==> config.mk <==
export PLATFORM = sky130hd
export DESIGN_NAME = hsl_band_column_zone_detector_top
export DESIGN_NICKNAME = d
export VERILOG_FILES = /design/src/rtl/core/hbcz_pkg.sv /design/src/rtl/core/hbcz_ram.sv /design/src/rtl/core/hsl_band_column_zone_detector_top.sv
export SDC_FILE = /design/constraint.sdc
export NUM_CORES = 2
export LEC_CHECK = 0
export ABC_AREA = 1
export BUFFER_PORTS_ARGS = -buffer_cell sky130_fd_sc_hd__clkbuf_2
export CELL_PAD_IN_SITES_DETAIL_PLACEMENT = 0
export CELL_PAD_IN_SITES_GLOBAL_PLACEMENT = 1
export CORE_ASPECT_RATIO = 0.7
export CORE_UTILIZATION = 58
export CTS_CLUSTER_SIZE = 16
export DETAILED_ROUTE_END_ITERATION = 8
export PLACE_DENSITY_LB_ADDON = 0.1
export SETUP_SLACK_MARGIN = 0.1
export SKIP_CTS_REPAIR_TIMING = 1
export SLEW_MARGIN = 40
export SYNTH_ARGS = -nofsm -noshare
export SYNTH_HDL_FRONTEND = slang
export SYNTH_SLANG_ARGS = --single-unit
==> constraint.sdc <==
create_clock -name clk_i -period 47.5 [get_ports clk_i]
set_input_delay 9.5 -clock clk_i [delete_from_list [all_inputs] [get_ports clk_i]]
set_output_delay 9.5 -clock clk_i [all_outputs]
set_load 0.01 [all_outputs]
==> src/rtl/core/hbcz_pkg.sv <==
// ----------------------------------------------------------------------------
// hbcz_pkg
// Shared types, constants and helpers of the band column zone detector.
// ----------------------------------------------------------------------------
package hbcz_pkg;

  // image geometry
  localparam int IMAGE_WIDTH = 320;
  localparam int COL_W       = 10;
  localparam int ROW_W       = 9;
  localparam int IDX_W       = $clog2(IMAGE_WIDTH);
  localparam int CNT_W       = 10;
  localparam int HIT_W       = 8;
  localparam int NUM_SEG     = 5;
  localparam int SEG_W       = 3;

  // band corner and colour register widths
  localparam int HSL_W       = 8;
  localparam int BAND_W      = 9;
  localparam int CFG_IDX_W   = 3;
  localparam int CFG_DATA_W  = 9;

  // division of d*col by IMAGE_WIDTH: shift by 6, then times ceil(2^16/5) >> 16
  // exact for the shifted value below 16384
  localparam int DIV_SHIFT   = 6;
  localparam int DIV_MUL_W   = 15;
  localparam int DIV_POST    = 16;
  localparam logic [DIV_MUL_W-1:0] DIV_MUL = 15'd13108;

  // derived datapath widths
  localparam int PROD_W  = BAND_W + IDX_W;
  localparam int SHR_W   = PROD_W - DIV_SHIFT;
  localparam int RECIP_W = SHR_W + DIV_MUL_W;
  localparam int EDGE_W  = BAND_W + 2;

  // register indexes
  localparam logic [CFG_IDX_W-1:0] CFG_HUE_LOW     = 3'd0;
  localparam logic [CFG_IDX_W-1:0] CFG_HUE_HIGH    = 3'd1;
  localparam logic [CFG_IDX_W-1:0] CFG_SAT_LOW     = 3'd2;
  localparam logic [CFG_IDX_W-1:0] CFG_LUM_LOW     = 3'd3;
  localparam logic [CFG_IDX_W-1:0] CFG_TOP_LEFT    = 3'd4;
  localparam logic [CFG_IDX_W-1:0] CFG_TOP_RIGHT   = 3'd5;
  localparam logic [CFG_IDX_W-1:0] CFG_BOT_LEFT    = 3'd6;
  localparam logic [CFG_IDX_W-1:0] CFG_BOT_RIGHT   = 3'd7;

  // register reset values
  localparam logic [HSL_W-1:0]  RST_HUE_LOW  = 8'd220;
  localparam logic [HSL_W-1:0]  RST_HUE_HIGH = 8'd255;
  localparam logic [HSL_W-1:0]  RST_SAT_LOW  = 8'd75;
  localparam logic [HSL_W-1:0]  RST_LUM_LOW  = 8'd85;
  localparam logic [BAND_W-1:0] RST_TOP      = 9'd160;
  localparam logic [BAND_W-1:0] RST_BOT      = 9'd80;

  // column segments, inclusive bounds
  localparam logic [IDX_W-1:0] SEG_LO [NUM_SEG] = '{9'd0, 9'd151, 9'd201, 9'd301, 9'd311};
  localparam logic [IDX_W-1:0] SEG_HI [NUM_SEG] = '{9'd150, 9'd200, 9'd300, 9'd310, 9'd319};

  localparam logic [HIT_W-1:0] HIT_MAX = '1;

  // stage after input register: band products
  typedef struct packed {
    logic [IDX_W-1:0]  col;
    logic              in_range;
    logic [ROW_W-1:0]  row;
    logic              match;
    logic              fend;
    logic [PROD_W-1:0] prod_top;
    logic [PROD_W-1:0] prod_bot;
  } p1_t;

  // stage after reciprocal multiply
  typedef struct packed {
    logic [IDX_W-1:0]   col;
    logic               in_range;
    logic [ROW_W-1:0]   row;
    logic               match;
    logic               fend;
    logic [RECIP_W-1:0] q_top;
    logic [RECIP_W-1:0] q_bot;
  } p2_t;

  // count update stage
  typedef struct packed {
    logic [IDX_W-1:0] col;
    logic             in_band;
    logic             first;
    logic             last;
    logic [CNT_W-1:0] height;
    logic             match;
    logic             seg_vld;
    logic [SEG_W-1:0] seg;
    logic             fend;
  } p3_t;

  typedef struct packed {
    logic             vld;
    logic [SEG_W-1:0] idx;
  } seg_sel_t;

  // segment lookup of an in-range column
  function automatic seg_sel_t segment_of(input logic [IDX_W-1:0] col);
    seg_sel_t r;
    r = '0;
    for (int s = NUM_SEG - 1; s >= 0; s--) begin
      if (col >= SEG_LO[s] && col <= SEG_HI[s]) begin
        r.vld = 1'b1;
        r.idx = SEG_W'(s);
      end
    end
    return r;
  endfunction

endpackage

==> src/rtl/core/hbcz_ram.sv <==
// ----------------------------------------------------------------------------
// hbcz_ram
// Generic single write, single read port RAM with registered read data.
// ----------------------------------------------------------------------------
module hbcz_ram #(
  parameter int WIDTH  = 8,
  parameter int DEPTH  = 16,
  parameter int ADDR_W = $clog2(DEPTH)
) (
  input  logic              clk_i,
  input  logic              we_i,
  input  logic [ADDR_W-1:0] waddr_i,
  input  logic [WIDTH-1:0]  wdata_i,
  input  logic              re_i,
  input  logic [ADDR_W-1:0] raddr_i,
  output logic [WIDTH-1:0]  rdata_o
);

  logic [WIDTH-1:0] mem_q [DEPTH];
  logic [WIDTH-1:0] rdata_q;

  // write port
  always_ff @(posedge clk_i) begin
    if (we_i) begin
      mem_q[waddr_i] <= wdata_i;
    end
  end

  // read port, old data on a same-address write
  always_ff @(posedge clk_i) begin
    if (re_i) begin
      rdata_q <= mem_q[raddr_i];
    end
  end

  assign rdata_o = rdata_q;

endmodule

==> src/rtl/core/hsl_band_column_zone_detector_top.sv <==
// ----------------------------------------------------------------------------
// hsl_band_column_zone_detector_top
// Counts colour matches inside a sloped row band per column and reports the
// first column segment with enough matching columns at the end of a frame.
// ----------------------------------------------------------------------------
// Pixels enter on the s_axis channel in raster order, one transaction per
// pixel; s_axis_tlast marks the last pixel of a frame. One result
// transaction leaves on m_axis for each frame end: the zone index in tdata
// and the found flag in tuser.
// Throughput is one pixel per clock while the pipeline is not held. The
// per-column match counts sit in a 320 x 10 RAM with one read and one write
// port; each pixel reads its column's count as it enters the count stage
// and writes it back as it leaves that stage, with a one-deep forward
// covering a write that lands while the next read is in flight.
// m_axis_tvalid rises once the accepted frame-end pixel has passed the
// reciprocal multiply, the count stage and the output register.
// A pending result does not block input; only a second frame end reaching
// the count stage while the previous result is still unread holds the
// pipeline, and s_axis_tready drops for those cycles.
// Reset loads the default colour window and band corners and clears the
// segment counters; the count RAM is not cleared, a column's count is
// written at its first band row. Configuration writes go through cfg_* and
// take effect at once; write them only while no pixel is in flight.
// ----------------------------------------------------------------------------
module hsl_band_column_zone_detector_top
  import hbcz_pkg::*;
(
  input  logic                  clk_i,
  input  logic                  rst_ni,
  // pixel input
  input  logic                  s_axis_tvalid,
  output logic                  s_axis_tready,
  input  logic [47:0]           s_axis_tdata,  // column, row, hue, saturation, luminance
  input  logic                  s_axis_tlast,  // frame_end
  // result output
  output logic                  m_axis_tvalid,
  input  logic                  m_axis_tready,
  output logic [7:0]            m_axis_tdata,  // zone
  output logic                  m_axis_tuser,  // zone_found
  // configuration write port
  input  logic                  cfg_we_i,
  input  logic [CFG_IDX_W-1:0]  cfg_addr_i,
  input  logic [CFG_DATA_W-1:0] cfg_wdata_i
);

  // configuration registers
  logic [HSL_W-1:0]  hue_low_q, hue_high_q, sat_low_q, lum_low_q;
  logic [BAND_W-1:0] top_left_q, top_right_q, bot_left_q, bot_right_q;

  always_ff @(posedge clk_i or negedge rst_ni) begin
    if (!rst_ni) begin
      hue_low_q   <= RST_HUE_LOW;
      hue_high_q  <= RST_HUE_HIGH;
      sat_low_q   <= RST_SAT_LOW;
      lum_low_q   <= RST_LUM_LOW;
      top_left_q  <= RST_TOP;
      top_right_q <= RST_TOP;
      bot_left_q  <= RST_BOT;
      bot_right_q <= RST_BOT;
    end else if (cfg_we_i) begin
      case (cfg_addr_i)
        CFG_HUE_LOW:   hue_low_q   <= cfg_wdata_i[HSL_W-1:0];
        CFG_HUE_HIGH:  hue_high_q  <= cfg_wdata_i[HSL_W-1:0];
        CFG_SAT_LOW:   sat_low_q   <= cfg_wdata_i[HSL_W-1:0];
        CFG_LUM_LOW:   lum_low_q   <= cfg_wdata_i[HSL_W-1:0];
        CFG_TOP_LEFT:  top_left_q  <= cfg_wdata_i[BAND_W-1:0];
        CFG_TOP_RIGHT: top_right_q <= cfg_wdata_i[BAND_W-1:0];
        CFG_BOT_LEFT:  bot_left_q  <= cfg_wdata_i[BAND_W-1:0];
        CFG_BOT_RIGHT: bot_right_q <= cfg_wdata_i[BAND_W-1:0];
        default: ;
      endcase
    end
  end

  // pipeline control
  logic stall;
  logic adv;
  logic p1_vld_q, p2_vld_q, p3_vld_q;
  p1_t  p1_d, p1_q;
  p2_t  p2_d, p2_q;
  p3_t  p3_d, p3_q;

  assign adv           = !stall;
  assign s_axis_tready = adv;

  // input unpack
  logic [COL_W-1:0] in_col;
  logic [ROW_W-1:0] in_row;
  logic [HSL_W-1:0] in_hue, in_sat, in_lum;

  assign in_col = s_axis_tdata[9:0];
  assign in_row = s_axis_tdata[18:10];
  assign in_hue = s_axis_tdata[26:19];
  assign in_sat = s_axis_tdata[34:27];
  assign in_lum = s_axis_tdata[42:35];

  // band slopes from the corner registers
  logic [BAND_W-1:0] d_top, d_bot;

  assign d_top = (top_left_q >= top_right_q) ? top_left_q - top_right_q
                                             : top_right_q - top_left_q;
  assign d_bot = (bot_left_q >= bot_right_q) ? bot_left_q - bot_right_q
                                             : bot_right_q - bot_left_q;

  // stage 1: colour window and slope times column
  always_comb begin
    p1_d          = '0;
    p1_d.col      = in_col[IDX_W-1:0];
    p1_d.in_range = ({1'b0, in_col} < (COL_W + 1)'(IMAGE_WIDTH));
    p1_d.row      = in_row;
    p1_d.match    = (in_hue >= hue_low_q) && (in_hue <= hue_high_q) &&
                    (in_sat >= sat_low_q) && (in_lum >= lum_low_q);
    p1_d.fend     = s_axis_tlast;
    p1_d.prod_top = PROD_W'(d_top) * PROD_W'(in_col[IDX_W-1:0]);
    p1_d.prod_bot = PROD_W'(d_bot) * PROD_W'(in_col[IDX_W-1:0]);
  end

  // stage 2: divide by the image width through a reciprocal multiply
  always_comb begin
    p2_d          = '0;
    p2_d.col      = p1_q.col;
    p2_d.in_range = p1_q.in_range;
    p2_d.row      = p1_q.row;
    p2_d.match    = p1_q.match;
    p2_d.fend     = p1_q.fend;
    p2_d.q_top    = RECIP_W'(p1_q.prod_top[PROD_W-1:DIV_SHIFT]) * RECIP_W'(DIV_MUL);
    p2_d.q_bot    = RECIP_W'(p1_q.prod_bot[PROD_W-1:DIV_SHIFT]) * RECIP_W'(DIV_MUL);
  end

  // stage 3: band edges, membership and segment
  logic signed [EDGE_W-1:0] upper, lower, row_s, first_row, height_s;
  seg_sel_t                 seg_sel;

  always_comb begin
    upper     = $signed({2'b00, top_left_q}) -
                $signed({2'b00, p2_q.q_top[DIV_POST +: BAND_W]});
    lower     = $signed({2'b00, bot_left_q}) -
                $signed({2'b00, p2_q.q_bot[DIV_POST +: BAND_W]});
    row_s     = $signed({2'b00, p2_q.row});
    first_row = (lower < 0) ? '0 : lower;
    height_s  = upper - lower;
    seg_sel   = segment_of(p2_q.col);

    p3_d         = '0;
    p3_d.col     = p2_q.col;
    p3_d.in_band = p2_q.in_range && (row_s >= lower) && (row_s < upper);
    p3_d.first   = (row_s == first_row);
    p3_d.last    = (row_s == upper - EDGE_W'(1));
    p3_d.height  = height_s[CNT_W-1:0];
    p3_d.match   = p2_q.match;
    p3_d.seg_vld = seg_sel.vld;
    p3_d.seg     = seg_sel.idx;
    p3_d.fend    = p2_q.fend;
  end

  // pipeline valid bits
  always_ff @(posedge clk_i or negedge rst_ni) begin
    if (!rst_ni) begin
      p1_vld_q <= 1'b0;
      p2_vld_q <= 1'b0;
      p3_vld_q <= 1'b0;
    end else if (adv) begin
      p1_vld_q <= s_axis_tvalid;
      p2_vld_q <= p1_vld_q;
      p3_vld_q <= p2_vld_q;
    end
  end

  // pipeline payload
  always_ff @(posedge clk_i) begin
    if (adv) begin
      p1_q <= p1_d;
      p2_q <= p2_d;
      p3_q <= p3_d;
    end
  end

  // column count memory, read as the item enters stage 3
  logic             ram_we;
  logic [CNT_W-1:0] ram_rdata;
  logic [CNT_W-1:0] cnt;

  hbcz_ram #(
    .WIDTH (CNT_W),
    .DEPTH (IMAGE_WIDTH)
  ) u_count_ram (
    .clk_i   (clk_i),
    .we_i    (ram_we),
    .waddr_i (p3_q.col),
    .wdata_i (cnt),
    .re_i    (adv),
    .raddr_i (p2_q.col),
    .rdata_o (ram_rdata)
  );

  // forward the write that landed alongside this item's read
  logic             wr_vld_q;
  logic [IDX_W-1:0] wr_addr_q;
  logic [CNT_W-1:0] wr_data_q;
  logic [CNT_W-1:0] cnt_old;

  assign cnt_old = (wr_vld_q && (wr_addr_q == p3_q.col)) ? wr_data_q : ram_rdata;
  assign cnt     = p3_q.first ? CNT_W'(p3_q.match) : cnt_old + CNT_W'(p3_q.match);
  assign ram_we  = adv && p3_vld_q && p3_q.in_band;

  always_ff @(posedge clk_i or negedge rst_ni) begin
    if (!rst_ni) begin
      wr_vld_q <= 1'b0;
    end else if (adv) begin
      wr_vld_q <= ram_we;
    end
  end

  always_ff @(posedge clk_i) begin
    if (adv) begin
      wr_addr_q <= p3_q.col;
      wr_data_q <= cnt;
    end
  end

  // column flag and segment hit update
  logic             col_flag;
  logic [HIT_W-1:0] hits_q [NUM_SEG];
  logic [HIT_W-1:0] hits_d [NUM_SEG];
  logic             frame_done;

  assign col_flag   = p3_vld_q && p3_q.in_band && p3_q.last && p3_q.seg_vld &&
                      ({cnt, 1'b0} > {1'b0, p3_q.height});
  assign frame_done = adv && p3_vld_q && p3_q.fend;

  always_comb begin
    for (int s = 0; s < NUM_SEG; s++) begin
      hits_d[s] = hits_q[s];
      if (col_flag && (p3_q.seg == SEG_W'(s)) && (hits_q[s] != HIT_MAX)) begin
        hits_d[s] = hits_q[s] + HIT_W'(1);
      end
    end
  end

  always_ff @(posedge clk_i or negedge rst_ni) begin
    if (!rst_ni) begin
      for (int s = 0; s < NUM_SEG; s++) begin
        hits_q[s] <= '0;
      end
    end else if (frame_done) begin
      for (int s = 0; s < NUM_SEG; s++) begin
        hits_q[s] <= '0;
      end
    end else if (adv) begin
      for (int s = 0; s < NUM_SEG; s++) begin
        hits_q[s] <= hits_d[s];
      end
    end
  end

  // first segment above half its span
  seg_sel_t zone_sel;

  always_comb begin
    zone_sel = '0;
    for (int s = NUM_SEG - 1; s >= 0; s--) begin
      if ({hits_d[s], 1'b0} > (HIT_W + 1)'(SEG_HI[s] - SEG_LO[s])) begin
        zone_sel.vld = 1'b1;
        zone_sel.idx = SEG_W'(s);
      end
    end
  end

  // result register
  logic             out_vld_q;
  logic             out_found_q;
  logic [SEG_W-1:0] out_zone_q;

  assign stall = p3_vld_q && p3_q.fend && out_vld_q && !m_axis_tready;

  always_ff @(posedge clk_i or negedge rst_ni) begin
    if (!rst_ni) begin
      out_vld_q <= 1'b0;
    end else if (frame_done) begin
      out_vld_q <= 1'b1;
    end else if (m_axis_tready) begin
      out_vld_q <= 1'b0;
    end
  end

  always_ff @(posedge clk_i) begin
    if (frame_done) begin
      out_found_q <= zone_sel.vld;
      out_zone_q  <= zone_sel.vld ? zone_sel.idx : '0;
    end
  end

  assign m_axis_tvalid = out_vld_q;
  assign m_axis_tdata  = {(8 - SEG_W)'(0), out_zone_q};
  assign m_axis_tuser  = out_found_q;

  // segment counters are clear after a frame end
  a_hits_clear: assert property (@(posedge clk_i) disable iff (!rst_ni)
    frame_done |=> (hits_q[0] == '0) && (hits_q[1] == '0) && (hits_q[2] == '0) &&
                   (hits_q[3] == '0) && (hits_q[4] == '0))
    else $error("segment counters not cleared after frame end");

  // a new result only comes from a frame end leaving the count stage
  a_result_src: assert property (@(posedge clk_i) disable iff (!rst_ni)
    $rose(m_axis_tvalid) |-> $past(frame_done))
    else $error("result raised without a frame end");

  // a held pipeline keeps the count stage and writes nothing
  a_stall_hold: assert property (@(posedge clk_i) disable iff (!rst_ni)
    stall |-> !ram_we && !s_axis_tready)
    else $error("memory written or input taken during stall");

  // no zone index without the found flag
  a_zone_clean: assert property (@(posedge clk_i) disable iff (!rst_ni)
    (m_axis_tvalid && !m_axis_tuser) |-> (m_axis_tdata == '0))
    else $error("zone index set while no zone found");

endmodule

== Word-level counts from Yosys, hierarchy flattened ==
Memories as Yosys holds them, arrays and structs flattened. A register that Yosys moved wholly into a read port is not among the register bits.
Cells that the tools add are included.
Operators by class
  add/sub/neg operators: 14
  multipliers: 4
  divide/modulo/power cells: 0
  magnitude comparators: 26
  equality and inequality tests: 20
  shift-type cells: 0
  muxes and demuxes: 25
  bitwise logic cells: 1
  reductions and logical operators: 50
Operators with widths (number)
  2-to-1 mux 40 bit: 2
  multiplier 12 x 12 -> 23 bit, second input constant: 2
  adder 8 x 1 -> 8 bit, second input constant: 5
  2-to-1 mux 8 bit: 5
  inequality test 8 bit, second input constant: 5
  multiplier 9 x 9 -> 18 bit: 2
  subtractor 9 bit: 4
  logical AND 1 bit: 31
  less-or-equal comparator 9 bit, second input constant: 3
  >= comparator 8 bit: 3
  2-to-1 mux 4 bit: 6
  == test 10 x 11 -> 1 bit: 2
  2-to-1 mux 10 bit: 2
  subtractor 9 x 9 -> 10 bit: 2
  >= comparator 9 x 8 -> 1 bit, second input constant: 2
  >= comparator 9 bit: 2
  >= comparator 9 bit, second input constant: 2
  greater-than comparator 9 x 4 -> 1 bit, second input constant: 2
  less-or-equal comparator 9 x 8 -> 1 bit, second input constant: 2
  2-to-1 mux 9 bit: 2
  AND reduction 2 bit: 8
  == test 3 bit, second input constant: 5
  == test 3 x 2 -> 1 bit, second input constant: 4
  greater-than comparator 11 x 10 -> 1 bit: 1
  other kinds (26): 36
Storage, ports and cells
  register bits after elaboration: 288
  latch bits: 0
  bits in writable memories: 3200
  ROM bits: 0
  input port bits: 66
  output and inout port bits: 11
  logic and storage cells: 190
  memories: 1
Memory list
  u_count_ram.mem_q: depth 320, bits a word 10, rd ports 1, clocked after memory_dff 1, wr ports 1, line hbcz_ram.sv:19  | logic [WIDTH-1:0] mem_q [DEPTH];

== Depth between registers and ports, before layout ==
  word-level depth: 18
  depth in mapped cells: 38
  gate-level depth less buffers: 36

== Modules after synthesis ==
A second synthesis with hierarchy kept.
Second synthesis, totals
  cell total of the unflattened synthesis: 13318
  area total of the unflattened synthesis: 153686.1 µm²
Modules (own cells, without submodules)
  hbcz_ram: times used 1, cells an instance 10597, area an instance 129465.4 µm², seq. area each 96392.4 µm²
  hsl_band_column_zone_detector_top: times used 1, cells an instance 2721, area an instance 24220.7 µm², seq. area each 6917.9 µm²

== Worst setup path before layout ==
OpenSTA, ideal clock, no wires.
  kind: in2out
  start point: input m_axis_tready
  end point: output s_axis_tready
  arrival: 13877 ps
  required time: 38000 ps
  path slack: 24123 ps
  cell stages on the path: 5
  buffers on the path: 1
  cells stage by stage: nor2_1 inv_1 nor2_1 inv_1 clkbuf_1
On the way
  cells in the longest elaborated chain, start to end: 3
Ends and longest elaborated chain
  start: declaration: line hsl_band_column_zone_detector_top.sv:37  | input logic m_axis_tready,
  logical NOT 1 bit: line hsl_band_column_zone_detector_top.sv:274  | assign stall = p3_vld_q && p3_q.fend && out_vld_q && !m_axis_tready;
  logical AND 1 bit: line hsl_band_column_zone_detector_top.sv:274
  logical NOT 1 bit: line hsl_band_column_zone_detector_top.sv:83  | assign adv = !stall;
  end: declaration: line hsl_band_column_zone_detector_top.sv:32  | output logic s_axis_tready,
No other way between the ends.

== Worst setup path in the final report ==
Ends and elaborated chain as after synthesis.

==> impl_metrics.tcl <==
set metrics [dict create \
    final_util 0.650 \
    clock_path_buffers 4 \
    clkSlewWorstSetupHoldPaths_ns 0.07 \
    maxSlewHeadroom 0.358 \
    cp_num_buf_inv 4 \
    antennaDiodeCount 0 \
    drv_cap 0 \
    synth.avg_cell_area_um2 14.3 \
    yosys_warnings 0 \
    initial_core_util 0.585 \
    io-pin-count 77 \
    fillCellCount 17400 \
    place_hpwl_um 240000 \
    hp-class "flip-flop to flip-flop" \
    ir_drop_mv 0.178 \
    synth_compound_area_frac 0.122 \
    final_hold_viol_count 0 \
    wire_per_inst_um 29.7 \
    vias_per_cell 6.49 \
    drive_gt1_frac 0.117 \
    reg2regPathDepth 33 \
    grt_use_total 0.320 \
    die_height_um 419 \
    drcViolationCount 0 \
    wl_um 404000 \
    num_vias 88500 \
    rsz0062_at_grt "no" \
    fin_crit_sh 0.422 \
    place_congestion 0.885 \
    gr-total-overflow 0 \
    fmax_mhz 49.9 \
    powerDensity_nw_per_um2 69.8 \
    hold-path-cell-count 0 \
    cts_tree "built" \
    muxShareOfSynthArea 0.0000696 \
    syn_area_um2 144000 \
    yosysUniqueCellTypes 66 \
    worstPathArrival_ns 10.55 \
    power.leakage_nw 54.6 \
    numCtsBuffers 326 \
    clockRootBuffer "clkbuf_16" \
    worstMarginPinSlew_ns 0.955 \
    rows 152 \
    setup_violations 0 \
    r2r-start "bot_left_q[4]$_DFFE_PN1P_" \
    firstDrtPassIters 8 \
    status "completed" \
    fin_skew_ns 0.0453 \
    min_period_ns 20.05 \
    criticalPathCategory "input pin to output port" \
    final_max_slew_viol_count 0 \
    layout_common_cells "edfxtp_1 (3345), nand2_1 (1259), a22oi_1 (1196), inv_1 (545), a21oi_1 (494)" \
    grt_pass1_vias 84000 \
    crit_required_ns 38.00 \
    worstSetupStartpointType "input pin" \
    cpLargestDelayFamily "buffers and inverters" \
    synth_top_family_by_area "compound AO/OA/AOI/OAI gates" \
    synthFlopType "edfxtp_1" \
    synthSimpleGateAreaFrac 0.0645 \
    die_x_um 597 \
    syn2layout_area_growth_pct 11.0 \
    postRouteAntennaNets 0 \
    clk_latency_ns 0.89 \
    ys_ff_latch 3458 \
    io_buffers 66 \
    dieArea_um2 250000 \
    grt_pass1_wl_um 581000 \
    htree_levels 5 \
    fin_nets 10700 \
    drt_iter0_markers 11800 \
    ys_seq_area_frac 0.718 \
    setup_tns_ns 0 \
    layout_commonest_cell "edfxtp_1" \
    worst-path-stages 6 \
    synthCells 10100 \
    synthXorXnorAreaFrac 0.00791 \
    max_stage_delay_ns 0.31 \
    core_area_um2 246000 \
    antenna_found_initial 13 \
    cts_sinks 3458 \
    crit_chain "clkbuf_2, nor2_1, inv_1, nor2_1, inv_8, clkbuf_2" \
    grt_max_degree 186 \
    startpoint "m_axis_tready" \
    worst-path-max-fanout 71 \
    worstSetupEndpointType "output port" \
    critPathSlowestCell "nor2_1" \
    synth_edf_count 3345 \
    synth_async_sr_flop_share 0.0327 \
    yosys.area_share.adder 0.0563 \
    hold_start "p1_q[43]$_DFFE_PN_" \
]
-- power breakdown --
group	switching, W	internal, W
combinational	0.00291	0.00171
clock	0.00112	0.00147
sequential	0.0000521	0.00390
-- worst paths after layout --
check	endpoint	slack (ns)
worst max-delay path	s_axis_tready	27.45
worst min-delay path	p2_q[61]$_DFFE_PN_	0.42
worst max register to register	p1_q[14]$_DFFE_PN_	40.40
worst min register to register	p2_q[61]$_DFFE_PN_	0.42
max in group asynchronous	bot_left_q[0]$_DFFE_PN0P_	37.73
min in group asynchronous	hits_q[21]$_DFFE_PN0P_	8.65
-- synthesized netlist by cell type (9+ instances only) --
library cell,n,area (um2)
o21ai_1,9,45.0
clkbuf_1,423,1590
nand4_1,156,976
o21a_1,14,105
a311oi_1,10,87.6
o21bai_1,20,150
o41ai_1,13,114
dfstp_2,29,762
buf_1,94,353
a21oi_1,495,2480
nand2_1,1294,4860
nor2_1,544,2040
a22oi_1,1196,8980
nand3_1,131,656
o21ai_0,183,916
o221ai_1,19,166
xnor2_1,28,245
nor3_1,47,235
fa_1,181,3620
buf_2,41,205
a2111oi_0,47,412
a21o_1,16,120
ha_1,358,4480
o211ai_1,18,135
a22o_1,84,736
nand2_2,13,81.3
inv_2,28,105
a221oi_1,100,876
o31ai_1,25,188
nor4_1,15,93.8
dfrtp_1,84,2100
a211oi_1,30,225
inv_1,550,2060
o22ai_1,92,576
a21boi_0,56,420
a31oi_1,74,463
edfxtp_1,3345,100000
xor2_1,102,893
-- state kept, by name (all words and copies together) (netlist names), 3 cells and up --
| name | flops |
|---|---|
| u_count_ram.mem_q | 3200 |
| p1_q | 45 |
| hits_q | 40 |
| p2_q | 39 |
| p3_q | 28 |
| u_count_ram.rdata_o | 10 |
| wr_data_q | 10 |
| bot_left_q | 9 |
| bot_right_q | 9 |
| top_left_q | 9 |
| top_right_q | 9 |
| wr_addr_q | 9 |
| hue_high_q | 8 |
| hue_low_q | 8 |
| lum_low_q | 8 |
| sat_low_q | 8 |
| out_zone_q | 3 |
-- per-stage QoR --
step           setup WS (ns)  power (W)  cells  hold slack, ns  instance area (um2)
4_1_cts                27.43     0.0112  13600           0.422               160000
3_5_place_dp           27.43    0.00857  13000           0.407               149000
2_1_floorplan          24.12    0.00743  10100           0.400               144000
5_1_grt                27.32     0.0120  13600           0.429               160000
6_report               27.45     0.0112  13600           0.419               160000
3_3_place_gp           27.41    0.00851  13000           0.404               148000
-- layer usage --
layer,vias up,GRT usage,wire length [um]
li1,38400,-,-
met1,44500,0.495,170000
met2,4997,0.454,174000
met3,651,0.0752,48900
met4,6,0.0911,11900
met5,-,0,34
-- area by class of cell --
type,instances,area (um2),share of cell area
inverter,586,2250,0.0141
sequential,3458,103000,0.647
clock inverter,170,1640,0.0103
timing repair buffer,240,2100,0.0131
multi-input combinational,5455,37600,0.235
tap,3311,4140,0.0259
clock buffer,408,8720,0.0546
-- worst register-to-register path, delay by kind of cell (launching register included) --
| kind | cells | cell delay, ns |
|---|---|---|
| buffers and inverters | 6 | 0.49 |
| AOI/OAI and AO/OA | 5 | 0.84 |
| DFF | 1 | 0.60 |
| adders and majority gates | 6 | 2.75 |
| and+or+nand+nor | 14 | 1.55 |
| xor gates and xnor gates | 2 | 0.63 |
-- logic make-up after synthesis --
family	after synthesis
muxes	1
adders and majority gates	539
and+or+nand+nor	2238
other	1
buffers and inverters	1156
xor gates and xnor gates	130
DFF	3458
AOI/OAI and AO/OA	2542
Note: power is estimated with default switching activity, not from simulation.
